<file path="src/rtl/mfsp_pkg.sv">
// Package for the MIDI file stream parser: phase encoding, role, error and warning codes.
// Used by mfsp_core and midi_file_stream_parser_top; depends on nothing else.
`default_nettype none
package mfsp_pkg;
   localparam int VLQ_MAX_BYTES = 4;

   typedef enum logic [4:0] {
      PH_HDR_TAG, PH_HDR_LEN, PH_HDR_FMT, PH_HDR_NTRK, PH_HDR_DIV, PH_HDR_SKIP,
      PH_TRK_TAG, PH_TRK_LEN, PH_DELTA, PH_STATUS, PH_CHAN_DATA, PH_SYX_LEN,
      PH_SYX_DATA, PH_META_TYPE, PH_META_LEN, PH_META_DATA, PH_TRK_SKIP,
      PH_DONE, PH_STOP
   } phase_type;

   localparam logic [3:0] ROLE_HEADER    = 4'd0;
   localparam logic [3:0] ROLE_DELTA     = 4'd1;
   localparam logic [3:0] ROLE_STATUS    = 4'd2;
   localparam logic [3:0] ROLE_CHAN      = 4'd3;
   localparam logic [3:0] ROLE_SYX_LEN   = 4'd4;
   localparam logic [3:0] ROLE_SYX_DATA  = 4'd5;
   localparam logic [3:0] ROLE_META_TYPE = 4'd6;
   localparam logic [3:0] ROLE_META_LEN  = 4'd7;
   localparam logic [3:0] ROLE_META_TEXT = 4'd8;
   localparam logic [3:0] ROLE_META_OTH  = 4'd9;
   localparam logic [3:0] ROLE_SKIP      = 4'd10;
   localparam logic [3:0] ROLE_CHUNK_LEN = 4'd11;
   localparam logic [3:0] ROLE_IDLE      = 4'd12;

   localparam logic [2:0] ERR_NONE     = 3'd0;
   localparam logic [2:0] ERR_NO_MTHD  = 3'd1;
   localparam logic [2:0] ERR_HDR_SHORT = 3'd2;
   localparam logic [2:0] ERR_FORMAT   = 3'd3;
   localparam logic [2:0] ERR_NO_MTRK  = 3'd4;
   localparam logic [2:0] ERR_NO_RS    = 3'd5;
   localparam logic [2:0] ERR_VLQ_LONG = 3'd6;

   localparam logic [1:0] WARN_NONE     = 2'd0;
   localparam logic [1:0] WARN_SYS_COM  = 2'd1;
   localparam logic [1:0] WARN_REALTIME = 2'd2;

   localparam logic [7:0] META_EOT   = 8'h2F;
   localparam logic [7:0] STAT_SYSEX = 8'hF0;
   localparam logic [7:0] STAT_META  = 8'hFF;

   typedef struct packed {
      logic [3:0]  role;
      logic [15:0] track_index;
      logic [7:0]  meta_type;
      logic        text_last;
      logic [7:0]  status_byte;
      logic [2:0]  error_code;
      logic [1:0]  warning;
      logic        length_mismatch;
      logic [31:0] length_difference;
      logic        done_res;
   } result_type;

   function automatic logic [7:0] tag_letter(input logic head, input logic [1:0] i);
      logic [7:0] c;
      case (i)
         2'd0: c = 8'h4D;
         2'd1: c = 8'h54;
         2'd2: c = head ? 8'h68 : 8'h72;
         default: c = head ? 8'h64 : 8'h6B;
      endcase
      return c;
   endfunction
endpackage
`default_nettype wire

</file>
<file path="src/rtl/mfsp_core.sv">
// Parser state and per-byte decode: one byte in, one combinational result out.
// Depends on mfsp_pkg.
`default_nettype none
module mfsp_core (
   input  wire logic               clock,
   input  wire logic               reset,
   input  wire logic               step,
   input  wire logic [7:0]         data_byte,
   input  wire logic               new_file,
   output mfsp_pkg::result_type    result
);
   import mfsp_pkg::*;

   phase_type   phase_ff, phase_in;
   logic [31:0] field_ff, field_in;
   logic [31:0] pos_ff, pos_in;
   logic [31:0] cend_ff, cend_in;
   logic [31:0] hlen_ff, hlen_in;
   logic [15:0] fmt_ff, fmt_in;
   logic [15:0] ntrk_ff, ntrk_in;
   logic [15:0] trk_ff, trk_in;
   logic [8:0]  rs_ff, rs_in;
   logic [27:0] acc_ff, acc_in;
   logic [2:0]  qcnt_ff, qcnt_in;
   logic [7:0]  mtype_ff, mtype_in;
   logic [2:0]  err_ff, err_in;

   // Values after an optional restart by new_file.
   phase_type   ph;
   logic [31:0] fc, ps, ce, hl;
   logic [15:0] ff, nt, ct;
   logic [8:0]  rs;
   logic [27:0] ac;
   logic [2:0]  qc, le;
   logic [7:0]  mt;

   logic [27:0] vbase;
   logic [27:0] vacc;
   logic [2:0]  vcnt;
   logic [1:0]  vres;
   logic [31:0] fdec;
   logic [32:0] diff_wide;
   logic [31:0] diff_sat;
   logic [16:0] target;
   logic [15:0] trk_next;
   logic        text_m, ended, fin_hdr, fin_trk;
   logic [7:0]  b;

   always_comb begin
      b = data_byte;
      if (new_file) begin
         ph = PH_HDR_TAG; fc = '0; ps = '0; ce = '0; hl = '0; ff = '0; nt = '0;
         ct = '0; rs = '0; ac = '0; qc = '0; mt = '0; le = ERR_NONE;
      end else begin
         ph = phase_ff; fc = field_ff; ps = pos_ff; ce = cend_ff; hl = hlen_ff;
         ff = fmt_ff; nt = ntrk_ff; ct = trk_ff; rs = rs_ff; ac = acc_ff;
         qc = qcnt_ff; mt = mtype_ff; le = err_ff;
      end
      if (ph >= PH_DELTA && ph <= PH_TRK_SKIP && ps != 32'hFFFF_FFFF) begin
         ps = ps + 32'd1;
      end
   end

   // Variable-length quantity step and shared helpers.
   always_comb begin
      vbase = (qc == 3'd0) ? 28'd0 : ac;
      vacc = {vbase[20:0], b[6:0]};
      vcnt = qc + 3'd1;
      if (b[7]) begin
         vres = (vcnt >= 3'(VLQ_MAX_BYTES)) ? 2'd2 : 2'd0;
      end else begin
         vres = 2'd1;
      end
      fdec = (fc != 32'd0) ? fc - 32'd1 : fc;
      diff_wide = {1'b0, ps} - {1'b0, ce};
      // Both operands are unsigned 32-bit, so the signed difference fits 33 bits.
      if (!diff_wide[32] && diff_wide[31]) begin
         diff_sat = 32'h7FFF_FFFF;
      end else if (diff_wide[32] && !diff_wide[31]) begin
         diff_sat = 32'h8000_0000;
      end else begin
         diff_sat = diff_wide[31:0];
      end
      target = (ff == 16'd0) ? 17'd1 : {1'b0, nt};
      trk_next = (ct != 16'hFFFF) ? ct + 16'd1 : ct;
      text_m = (mt >= 8'd1) && (mt <= 8'd15);
   end

   always_comb begin
      phase_in = ph; field_in = fc; pos_in = ps; cend_in = ce; hlen_in = hl;
      fmt_in = ff; ntrk_in = nt; trk_in = ct; rs_in = rs; acc_in = ac;
      qcnt_in = qc; mtype_in = mt; err_in = le;
      result = '0;
      result.role = ROLE_IDLE;
      ended = 1'b0;
      fin_hdr = 1'b0;
      fin_trk = 1'b0;
      case (ph)
         PH_HDR_TAG, PH_TRK_TAG: begin
            result.role = ROLE_HEADER;
            if (b != tag_letter(ph == PH_HDR_TAG, fc[1:0])) begin
               err_in = (ph == PH_HDR_TAG) ? ERR_NO_MTHD : ERR_NO_MTRK;
               phase_in = PH_STOP;
            end else if (fc[1:0] == 2'd3) begin
               field_in = '0;
               phase_in = (ph == PH_HDR_TAG) ? PH_HDR_LEN : PH_TRK_LEN;
            end else begin
               field_in = {30'd0, fc[1:0]} + 32'd1;
            end
         end
         PH_HDR_LEN: begin
            result.role = ROLE_HEADER;
            hlen_in = {hl[23:0], b};
            field_in = fc + 32'd1;
            if (field_in >= 32'd4) begin
               field_in = '0;
               if (hlen_in < 32'd6) begin
                  err_in = ERR_HDR_SHORT;
                  phase_in = PH_STOP;
               end else begin
                  phase_in = PH_HDR_FMT;
               end
            end
         end
         PH_HDR_FMT, PH_HDR_NTRK, PH_HDR_DIV: begin
            result.role = ROLE_HEADER;
            if (ph == PH_HDR_FMT) fmt_in = {ff[7:0], b};
            if (ph == PH_HDR_NTRK) ntrk_in = {nt[7:0], b};
            field_in = fc + 32'd1;
            if (field_in >= 32'd2) begin
               field_in = '0;
               if (ph == PH_HDR_FMT) begin
                  phase_in = PH_HDR_NTRK;
               end else if (ph == PH_HDR_NTRK) begin
                  phase_in = PH_HDR_DIV;
               end else if (hl > 32'd6) begin
                  field_in = hl - 32'd6;
                  phase_in = PH_HDR_SKIP;
               end else begin
                  fin_hdr = 1'b1;
               end
            end
         end
         PH_HDR_SKIP: begin
            result.role = ROLE_SKIP;
            field_in = fdec;
            if (fdec == 32'd0) fin_hdr = 1'b1;
         end
         PH_TRK_LEN: begin
            result.role = ROLE_CHUNK_LEN;
            cend_in = {ce[23:0], b};
            field_in = fc + 32'd1;
            if (field_in >= 32'd4) begin
               field_in = '0;
               pos_in = '0;
               rs_in = '0;
               qcnt_in = '0;
               phase_in = PH_DELTA;
            end
         end
         PH_DELTA: begin
            result.role = ROLE_DELTA;
            acc_in = vacc;
            qcnt_in = (vres == 2'd1) ? 3'd0 : vcnt;
            if (vres == 2'd2) begin
               err_in = ERR_VLQ_LONG;
               phase_in = PH_STOP;
            end else if (vres == 2'd1) begin
               phase_in = PH_STATUS;
            end
         end
         PH_STATUS: begin
            if (!b[7]) begin
               result.role = ROLE_CHAN;
               if (!rs[8]) begin
                  err_in = ERR_NO_RS;
                  phase_in = PH_STOP;
               end else begin
                  result.status_byte = rs[7:0];
                  if (rs[7:4] == 4'hC || rs[7:4] == 4'hD) begin
                     phase_in = PH_DELTA;
                  end else begin
                     field_in = 32'd1;
                     phase_in = PH_CHAN_DATA;
                  end
               end
            end else if (b < 8'hF0) begin
               result.role = ROLE_STATUS;
               result.status_byte = b;
               rs_in = {1'b1, b};
               field_in = (b[7:4] == 4'hC || b[7:4] == 4'hD) ? 32'd1 : 32'd2;
               phase_in = PH_CHAN_DATA;
            end else begin
               result.role = ROLE_STATUS;
               result.status_byte = b;
               if (b == STAT_SYSEX) begin
                  phase_in = PH_SYX_LEN;
               end else if (b == STAT_META) begin
                  phase_in = PH_META_TYPE;
               end else begin
                  result.warning = (b <= 8'hF6) ? WARN_SYS_COM : WARN_REALTIME;
                  phase_in = PH_DELTA;
               end
            end
         end
         PH_CHAN_DATA: begin
            result.role = ROLE_CHAN;
            result.status_byte = rs[7:0];
            field_in = fdec;
            if (fdec == 32'd0) phase_in = PH_DELTA;
         end
         PH_SYX_LEN: begin
            result.role = ROLE_SYX_LEN;
            result.status_byte = STAT_SYSEX;
            acc_in = vacc;
            qcnt_in = (vres == 2'd1) ? 3'd0 : vcnt;
            if (vres == 2'd2) begin
               err_in = ERR_VLQ_LONG;
               phase_in = PH_STOP;
            end else if (vres == 2'd1) begin
               field_in = {4'd0, vacc};
               phase_in = (vacc == 28'd0) ? PH_DELTA : PH_SYX_DATA;
            end
         end
         PH_SYX_DATA: begin
            result.role = ROLE_SYX_DATA;
            result.status_byte = STAT_SYSEX;
            field_in = fdec;
            if (fdec == 32'd0) phase_in = PH_DELTA;
         end
         PH_META_TYPE: begin
            result.role = ROLE_META_TYPE;
            result.status_byte = STAT_META;
            mtype_in = b;
            result.meta_type = b;
            phase_in = PH_META_LEN;
         end
         PH_META_LEN: begin
            result.role = ROLE_META_LEN;
            result.status_byte = STAT_META;
            result.meta_type = mt;
            acc_in = vacc;
            qcnt_in = (vres == 2'd1) ? 3'd0 : vcnt;
            if (vres == 2'd2) begin
               err_in = ERR_VLQ_LONG;
               phase_in = PH_STOP;
            end else if (vres == 2'd1) begin
               field_in = {4'd0, vacc};
               if (vacc == 28'd0) ended = 1'b1;
               else phase_in = PH_META_DATA;
            end
         end
         PH_META_DATA: begin
            result.role = text_m ? ROLE_META_TEXT : ROLE_META_OTH;
            result.status_byte = STAT_META;
            result.meta_type = mt;
            field_in = fdec;
            if (fdec == 32'd0) begin
               ended = 1'b1;
               result.text_last = text_m;
            end
         end
         PH_TRK_SKIP: begin
            result.role = ROLE_SKIP;
            field_in = fdec;
            if (fdec == 32'd0) fin_trk = 1'b1;
         end
         default: begin
            result.role = ROLE_IDLE;
         end
      endcase

      if (ended) begin
         if (mt == META_EOT) begin
            result.length_mismatch = (ps != ce);
            result.length_difference = diff_sat;
            if (ce > ps) begin
               field_in = ce - ps;
               phase_in = PH_TRK_SKIP;
            end else begin
               fin_trk = 1'b1;
            end
         end else begin
            phase_in = PH_DELTA;
         end
      end

      if (fin_hdr) begin
         if (ff > 16'd1) begin
            err_in = ERR_FORMAT;
            phase_in = PH_STOP;
         end else begin
            trk_in = '0;
            if (target == 17'd0) begin
               phase_in = PH_DONE;
            end else begin
               phase_in = PH_TRK_TAG;
               field_in = '0;
            end
         end
      end
      if (fin_trk) begin
         trk_in = trk_next;
         if ({1'b0, trk_next} >= target) begin
            phase_in = PH_DONE;
         end else begin
            phase_in = PH_TRK_TAG;
            field_in = '0;
         end
      end

      result.track_index = trk_in;
      result.error_code = err_in;
      result.done_res = (phase_in == PH_DONE);
   end

   always_ff @(posedge clock) begin
      if (reset) begin
         phase_ff <= PH_HDR_TAG;
         field_ff <= '0; pos_ff <= '0; cend_ff <= '0; hlen_ff <= '0;
         fmt_ff <= '0; ntrk_ff <= '0; trk_ff <= '0; rs_ff <= '0;
         acc_ff <= '0; qcnt_ff <= '0; mtype_ff <= '0; err_ff <= ERR_NONE;
      end else if (step) begin
         phase_ff <= phase_in;
         field_ff <= field_in; pos_ff <= pos_in; cend_ff <= cend_in; hlen_ff <= hlen_in;
         fmt_ff <= fmt_in; ntrk_ff <= ntrk_in; trk_ff <= trk_in; rs_ff <= rs_in;
         acc_ff <= acc_in; qcnt_ff <= qcnt_in; mtype_ff <= mtype_in; err_ff <= err_in;
      end
   end
endmodule
`default_nettype wire

</file>
<file path="src/rtl/midi_file_stream_parser_top.sv">
// Top level of the MIDI file stream parser: input register, parser core, result register.
// Depends on mfsp_pkg and mfsp_core.
// Usage:
//   The req_ channel carries one file byte per transaction, with req_new_file set on the
//   first byte of a file. The rsp_ channel returns exactly one result per byte: its role
//   in the file, the track number, meta and status information, warnings, the latched
//   error and the done flag.
//   A byte accepted is held in the input register and decoded combinationally by the
//   parser core; its result is registered in the output register when the output
//   register is empty or rsp_ready is high, and rsp_valid is raised with it.
//   Throughput is one byte per cycle while the receiver does not stall; the parser state
//   update for a byte is combinational logic between the input and output registers.
//   When the receiver stalls, the result stays in the output register and the input
//   register keeps one more byte; req_ready falls only when both are full and
//   rsp_ready is low.
//   Reset clears the valid flags and puts the parser in the state that expects the
//   header tag, as if the next byte were marked as the start of a new file.
`default_nettype none
module midi_file_stream_parser_top (
   input  wire logic        clock,
   input  wire logic        reset,
   input  wire logic        req_valid,
   output      logic        req_ready,
   input  wire logic [7:0]  req_data_byte,
   input  wire logic        req_new_file,
   output      logic        rsp_valid,
   input  wire logic        rsp_ready,
   output      logic [3:0]  rsp_role,
   output      logic [15:0] rsp_track_index,
   output      logic [7:0]  rsp_meta_type,
   output      logic        rsp_text_last,
   output      logic [7:0]  rsp_status_byte,
   output      logic [2:0]  rsp_error_code,
   output      logic [1:0]  rsp_warning,
   output      logic        rsp_length_mismatch,
   output      logic signed [31:0] rsp_length_difference,
   output      logic        rsp_done_res
);
   import mfsp_pkg::*;

   logic       in_vld_ff, in_vld_in;
   logic [7:0] in_byte_ff;
   logic       in_new_ff;
   logic       out_vld_ff, out_vld_in;
   result_type out_ff;
   result_type core_res;
   logic       step;

   assign step = in_vld_ff && (!out_vld_ff || rsp_ready);
   assign req_ready = !in_vld_ff || step;

   always_comb begin
      in_vld_in = req_ready ? req_valid : in_vld_ff;
      out_vld_in = step || (out_vld_ff && !rsp_ready);
   end

   mfsp_core u_core (
      .clock     (clock),
      .reset     (reset),
      .step      (step),
      .data_byte (in_byte_ff),
      .new_file  (in_new_ff),
      .result    (core_res)
   );

   always_ff @(posedge clock) begin
      if (reset) begin
         in_vld_ff <= 1'b0;
         out_vld_ff <= 1'b0;
      end else begin
         in_vld_ff <= in_vld_in;
         out_vld_ff <= out_vld_in;
      end
   end

   always_ff @(posedge clock) begin
      if (req_ready && req_valid) begin
         in_byte_ff <= req_data_byte;
         in_new_ff <= req_new_file;
      end
      if (step) begin
         out_ff <= core_res;
      end
   end

   assign rsp_valid = out_vld_ff;
   assign rsp_role = out_ff.role;
   assign rsp_track_index = out_ff.track_index;
   assign rsp_meta_type = out_ff.meta_type;
   assign rsp_text_last = out_ff.text_last;
   assign rsp_status_byte = out_ff.status_byte;
   assign rsp_error_code = out_ff.error_code;
   assign rsp_warning = out_ff.warning;
   assign rsp_length_mismatch = out_ff.length_mismatch;
   assign rsp_length_difference = $signed(out_ff.length_difference);
   assign rsp_done_res = out_ff.done_res;
endmodule
`default_nettype wire
</file>
<file path="config.mk">
export PLATFORM = sky130hd
export DESIGN_NAME = midi_file_stream_parser_top
export DESIGN_NICKNAME = d
export VERILOG_FILES = /design/src/rtl/mfsp_pkg.sv /design/src/rtl/mfsp_core.sv /design/src/rtl/midi_file_stream_parser_top.sv
export SDC_FILE = /design/constraint.sdc
export NUM_CORES = 1
export LEC_CHECK = 0
export ABC_AREA = 1
export BUFFER_PORTS_ARGS = -buffer_cell sky130_fd_sc_hd__buf_2
export CAP_MARGIN = 20
export CORE_MARGIN = 3
export CORE_UTILIZATION = 62
export CTS_CLUSTER_DIAMETER = 150
export DETAILED_ROUTE_END_ITERATION = 16
export GPL_ROUTABILITY_DRIVEN = 0
export MAX_ROUTING_LAYER = met4
export PLACE_DENSITY = 0.8
export SLEW_MARGIN = 20
export SYNTH_ARGS = -nofsm -noshare
export SYNTH_HDL_FRONTEND = slang
export SYNTH_SLANG_ARGS = --single-unit
</file>
<file path="constraint.sdc">
create_clock -name clock -period 7.1 [get_ports clock]
set_input_delay 1.775 -clock clock [delete_from_list [all_inputs] [get_ports clock]]
set_output_delay 1.775 -clock clock [all_outputs]
set_load 0.01 [all_outputs]
</file>
==> results summary <==
The run finished with clean final reports. In the final design database the tool counted 4153 nets. Measured against its own limit, the worst slew margin works out to 0.254. The total power is 5140 µW.

The clock tree skew after final layout is 0.0191 ns. Broken down by cell family, the worst path's largest delay share belongs to simple AND/OR/NAND/NOR gates. The TritonCTS clock tree is yes.

The final count of hold timing violations came to 0. The critical path starts at in_new_ff. The number of detailed-route iterations in the first pass came out at 9.

The remaining routing DRC violations came out at 0. The tree is rooted in a sky130_fd_sc_hd__clkbuf_16. The first global-routing pass estimated 134000 µm of wire.

By area the synthesized netlist is led by sky130_fd_sc_hd__dfxtp_1 18%, sky130_fd_sc_hd__nand2_1 14%, sky130_fd_sc_hd__edfxtp_1 9.8%, sky130_fd_sc_hd__inv_1 8.5%, sky130_fd_sc_hd__nor2_1 6.3%. The peak ir drop on the vdd network came out at 201 µV. The global routing stage identified its most utilized layer as met2.

Max-cap violations in this run came to 0. The number of antenna violations at the first check in global routing came out at 1. The post-detailed-placement cell area came out at 0.0263 mm². The post-CTS repair timing setup buffer count came out at 0. The largest stage delay on the critical path is 0.52 ns.

The maximum fanout along the worst path is 69. The number of clock buffers inserted by TritonCTS came out at 37. The worst setup path is of the register to register kind. The effective utilization at floorplan came out at 0.631. The clock passes through at most 3 buffers. The net count after synthesis is 4198. Of the post-synthesis cell area, the dominant cell type holds 0.175. In the final timing run, aggregate negative setup slack is 0 ns. The number of distinct library cells after synthesis came out at 67. After floorplanning, the core was divided into 74 placement rows.

The maximum number of pins on one net before global-route repair is 158. The reported leakage power came out at 0.0135 µW. The hold path startpoint is u_core.pos_ff[27]. The placeable core region is 0.0411 mm². Setup repair after global routing left no endpoint under its margin. The number of I/O pins came out at 91. The via density per instance is 6.05.

The area growth from synthesis to layout is 5.89%. Among all flip-flop cells after synthesis, the most frequent one is sky130_fd_sc_hd__dfxtp_1. Averaged over all synthesized cells, the footprint is 6.33 µm². The setup violation total in the final timing report is 0. The launch point of the worst reg-to-reg path is in_new_ff. The number of clock sinks came out at 312. At the pin with the least slew margin, the transition time is 1.12 ns. The critical path data required time is 7.50 ns.

Global routing finished with a remaining overflow of 0. The post-synthesis async set-or-reset flop share came out at 0. The most common cell in the synthesized netlist is sky130_fd_sc_hd__nand2_1. In the final layout, the share of cells above drive strength 1 is 0.0758. Data on the critical path arrives at its endpoint at 6.83 ns. The count of buffers from port buffering came out at 90. The number of global-route vias before repair is 25200. Clock latency on the worst-skew pair, taken at its later pin, is 0.57 ns. The count of vias placed by the detailed router came out at 27900.

In the global route stage, met2 resource usage came out at 0.580. The number of warnings reported in the yosys synthesis log is 0. The number of violations reported at the end of detailed-routing iteration 0 is 3476. The most common cell type on the critical path is sky130_fd_sc_hd__nand2_1. The post-layout instance area is 0.0275 mm².

In this run the number of H-tree levels came out at 2. Among all stages on the critical path, the largest delay is contributed by sky130_fd_sc_hd__edfxtp_1. The number of buffers and inverters on the critical path is 7. The count of fill cells added during filler insertion is 3876. Derived from the worst setup path, the maximum achievable clock frequency is 0.156 GHz. The routed wire length per instance is 18.7 µm. For this design the ratio of total power to cell area is 187 mW/mm². The global-route met3 utilization is 0.0872. The synthesized design contains 312 register bits. The detailed placer's ending HPWL is 64000 µm. The width of the chip is 210 µm.

The total detailed-routing wirelength came out at 86200 µm. The total global-route track usage is 0.387. The number of hold buffers added after CTS was 0. The sequential area share after synthesis is 0.274.

Clock-pin slew was measured on the worst setup and hold paths at 0.06 ns. The tightest min-delay check is of the register to register type. The max-slew violation total from the final report is 0. STA classifies the critical path startpoint as a register. In this run the cell area of the synthesized design comes to 0.0259 mm². The kind of end point of the critical path is a register. The routed design could run at a clock period as short as 6.43 ns.

sky130_fd_sc_hd__dfxtp_1 takes more of the synthesized area than any other cell. The number of enable flip-flop cells after synthesis came out at 85. The antenna violation net count after detailed routing came out at 0.

The met1 layer usage reported by global route is 0.483. The gate count of the mapped netlist came out at 4095. Sorting the synthesized cells by how often they occur yields 960 x sky130_fd_sc_hd__nand2_1, 589 x sky130_fd_sc_hd__inv_1, 432 x sky130_fd_sc_hd__nor2_1, 310 x sky130_fd_sc_hd__a21oi_1, 296 x sky130_fd_sc_hd__o21ai_0. The die area is 0.0443 mm². Dividing the final minimum period by the clock period gives 0.906. The die is 210 µm tall.
where the power goes:
part           internal, µW  switching [µW]
logic                   376             934
clock network          1070             795
registers              1920            50.0
worst register-to-register path, delay by kind of cell (launching register included):
kind / cells / cell delay, ns
compound gates: 5 / 0.84
xor+xnor: 1 / 0.24
fa+ha+maj: 1 / 0.43
buf+inv: 7 / 1.33
flops: 1 / 0.52
simple gates: 14 / 2.90
cells by family after synthesis:
logic type               share of synthesized area
buffers and inverters                        0.128
flip-flops                                   0.274
XOR/XNOR                                    0.0429
AO/OA/AOI/OAI                                0.204
adder cells (fa/ha/maj)                     0.0440
multiplexers                              0.000386
AND/OR/NAND/NOR                              0.308
cells in the final DEF (no fill, tap or decap), drive strengths merged, types with 2 or more instances in the layout:
cell type / instances
dfxtp: 227
a32oi: 2
edfxtp: 85
inv: 618
o31ai: 3
nand3b: 4
buf: 112
o221ai: 28
a21o: 2
a21oi: 311
clkbuf: 54
nor3b: 3
o22ai: 8
nor4: 12
nand4: 63
xor2: 94
a21boi: 2
ha: 88
a22oi: 6
o21a: 29
o21bai: 6
clkinvlp: 4
nand2: 995
o211ai: 116
nor3: 63
a221oi: 4
o21ai: 330
fa: 2
nand3: 222
a31oi: 33
o2111ai: 15
or2: 5
nor2: 466
clkinv: 11
nor4b: 2
xnor2: 33
a211oi: 15
path summary, 6_finish.rpt:
check / depth (start not counted) / to / slack (ns)
setup reg to reg: 28 / u_core.field_ff[24] / 0.67
hold reg to reg: 2 / u_core.pos_ff[27] / 0.46
hold / removal: 2 / u_core.pos_ff[27] / 0.46
setup / recovery: 28 / u_core.field_ff[24] / 0.67
cell type report:
class,instances,area (µm²),area share
Inverter,620,2350,0.0855
Antenna cell,1,2.50,0.0000911
Multi-Input combinational cell,2967,15500,0.566
Clock inverter,14,111,0.00406
Sequential cell,312,7100,0.259
Timing Repair Buffer,112,643,0.0234
Tap cell,532,666,0.0242
Clock buffer,54,1050,0.0383
state kept, by name, summed over array words and instances, names as in the netlist, 9 cells and up:
| name | flops |
|---|---|
| rsp_length_difference | 32 |
| u_core.cend_ff | 32 |
| u_core.field_ff | 32 |
| u_core.hlen_ff | 32 |
| u_core.pos_ff | 32 |
| u_core.acc_ff | 21 |
| rsp_track_index | 16 |
| u_core.fmt_ff | 16 |
| u_core.ntrk_ff | 16 |
| u_core.trk_ff | 16 |
| u_core.rs_ff | 9 |
timing repair:
item,CTS,global route
gates resized for setup,0,4
endpoints found under the setup margin,0,53
hold endpoints to repair,0,0
layer usage:
layer	wire [µm]	share of wire	vias to the layer above
met1	33500	0.39	12500
met5	0	0	-
met2	37200	0.43	1679
met3	9780	0.11	422
li1	-	-	13300
met4	5800	0.067	0
metrics by stage:
stage	setup WS, ns	cells	utilization	hold slack, ns
floorplan	0.945	4095	-	0.444
global placement	0.838	4543	0.639	0.454
detailed placement	0.599	4543	0.639	0.455
CTS	0.538	4611	0.667	0.464
global route	0.0909	4612	0.668	0.476
finish	0.669	4612	0.668	0.464
(Power assumes the default switching activity.)
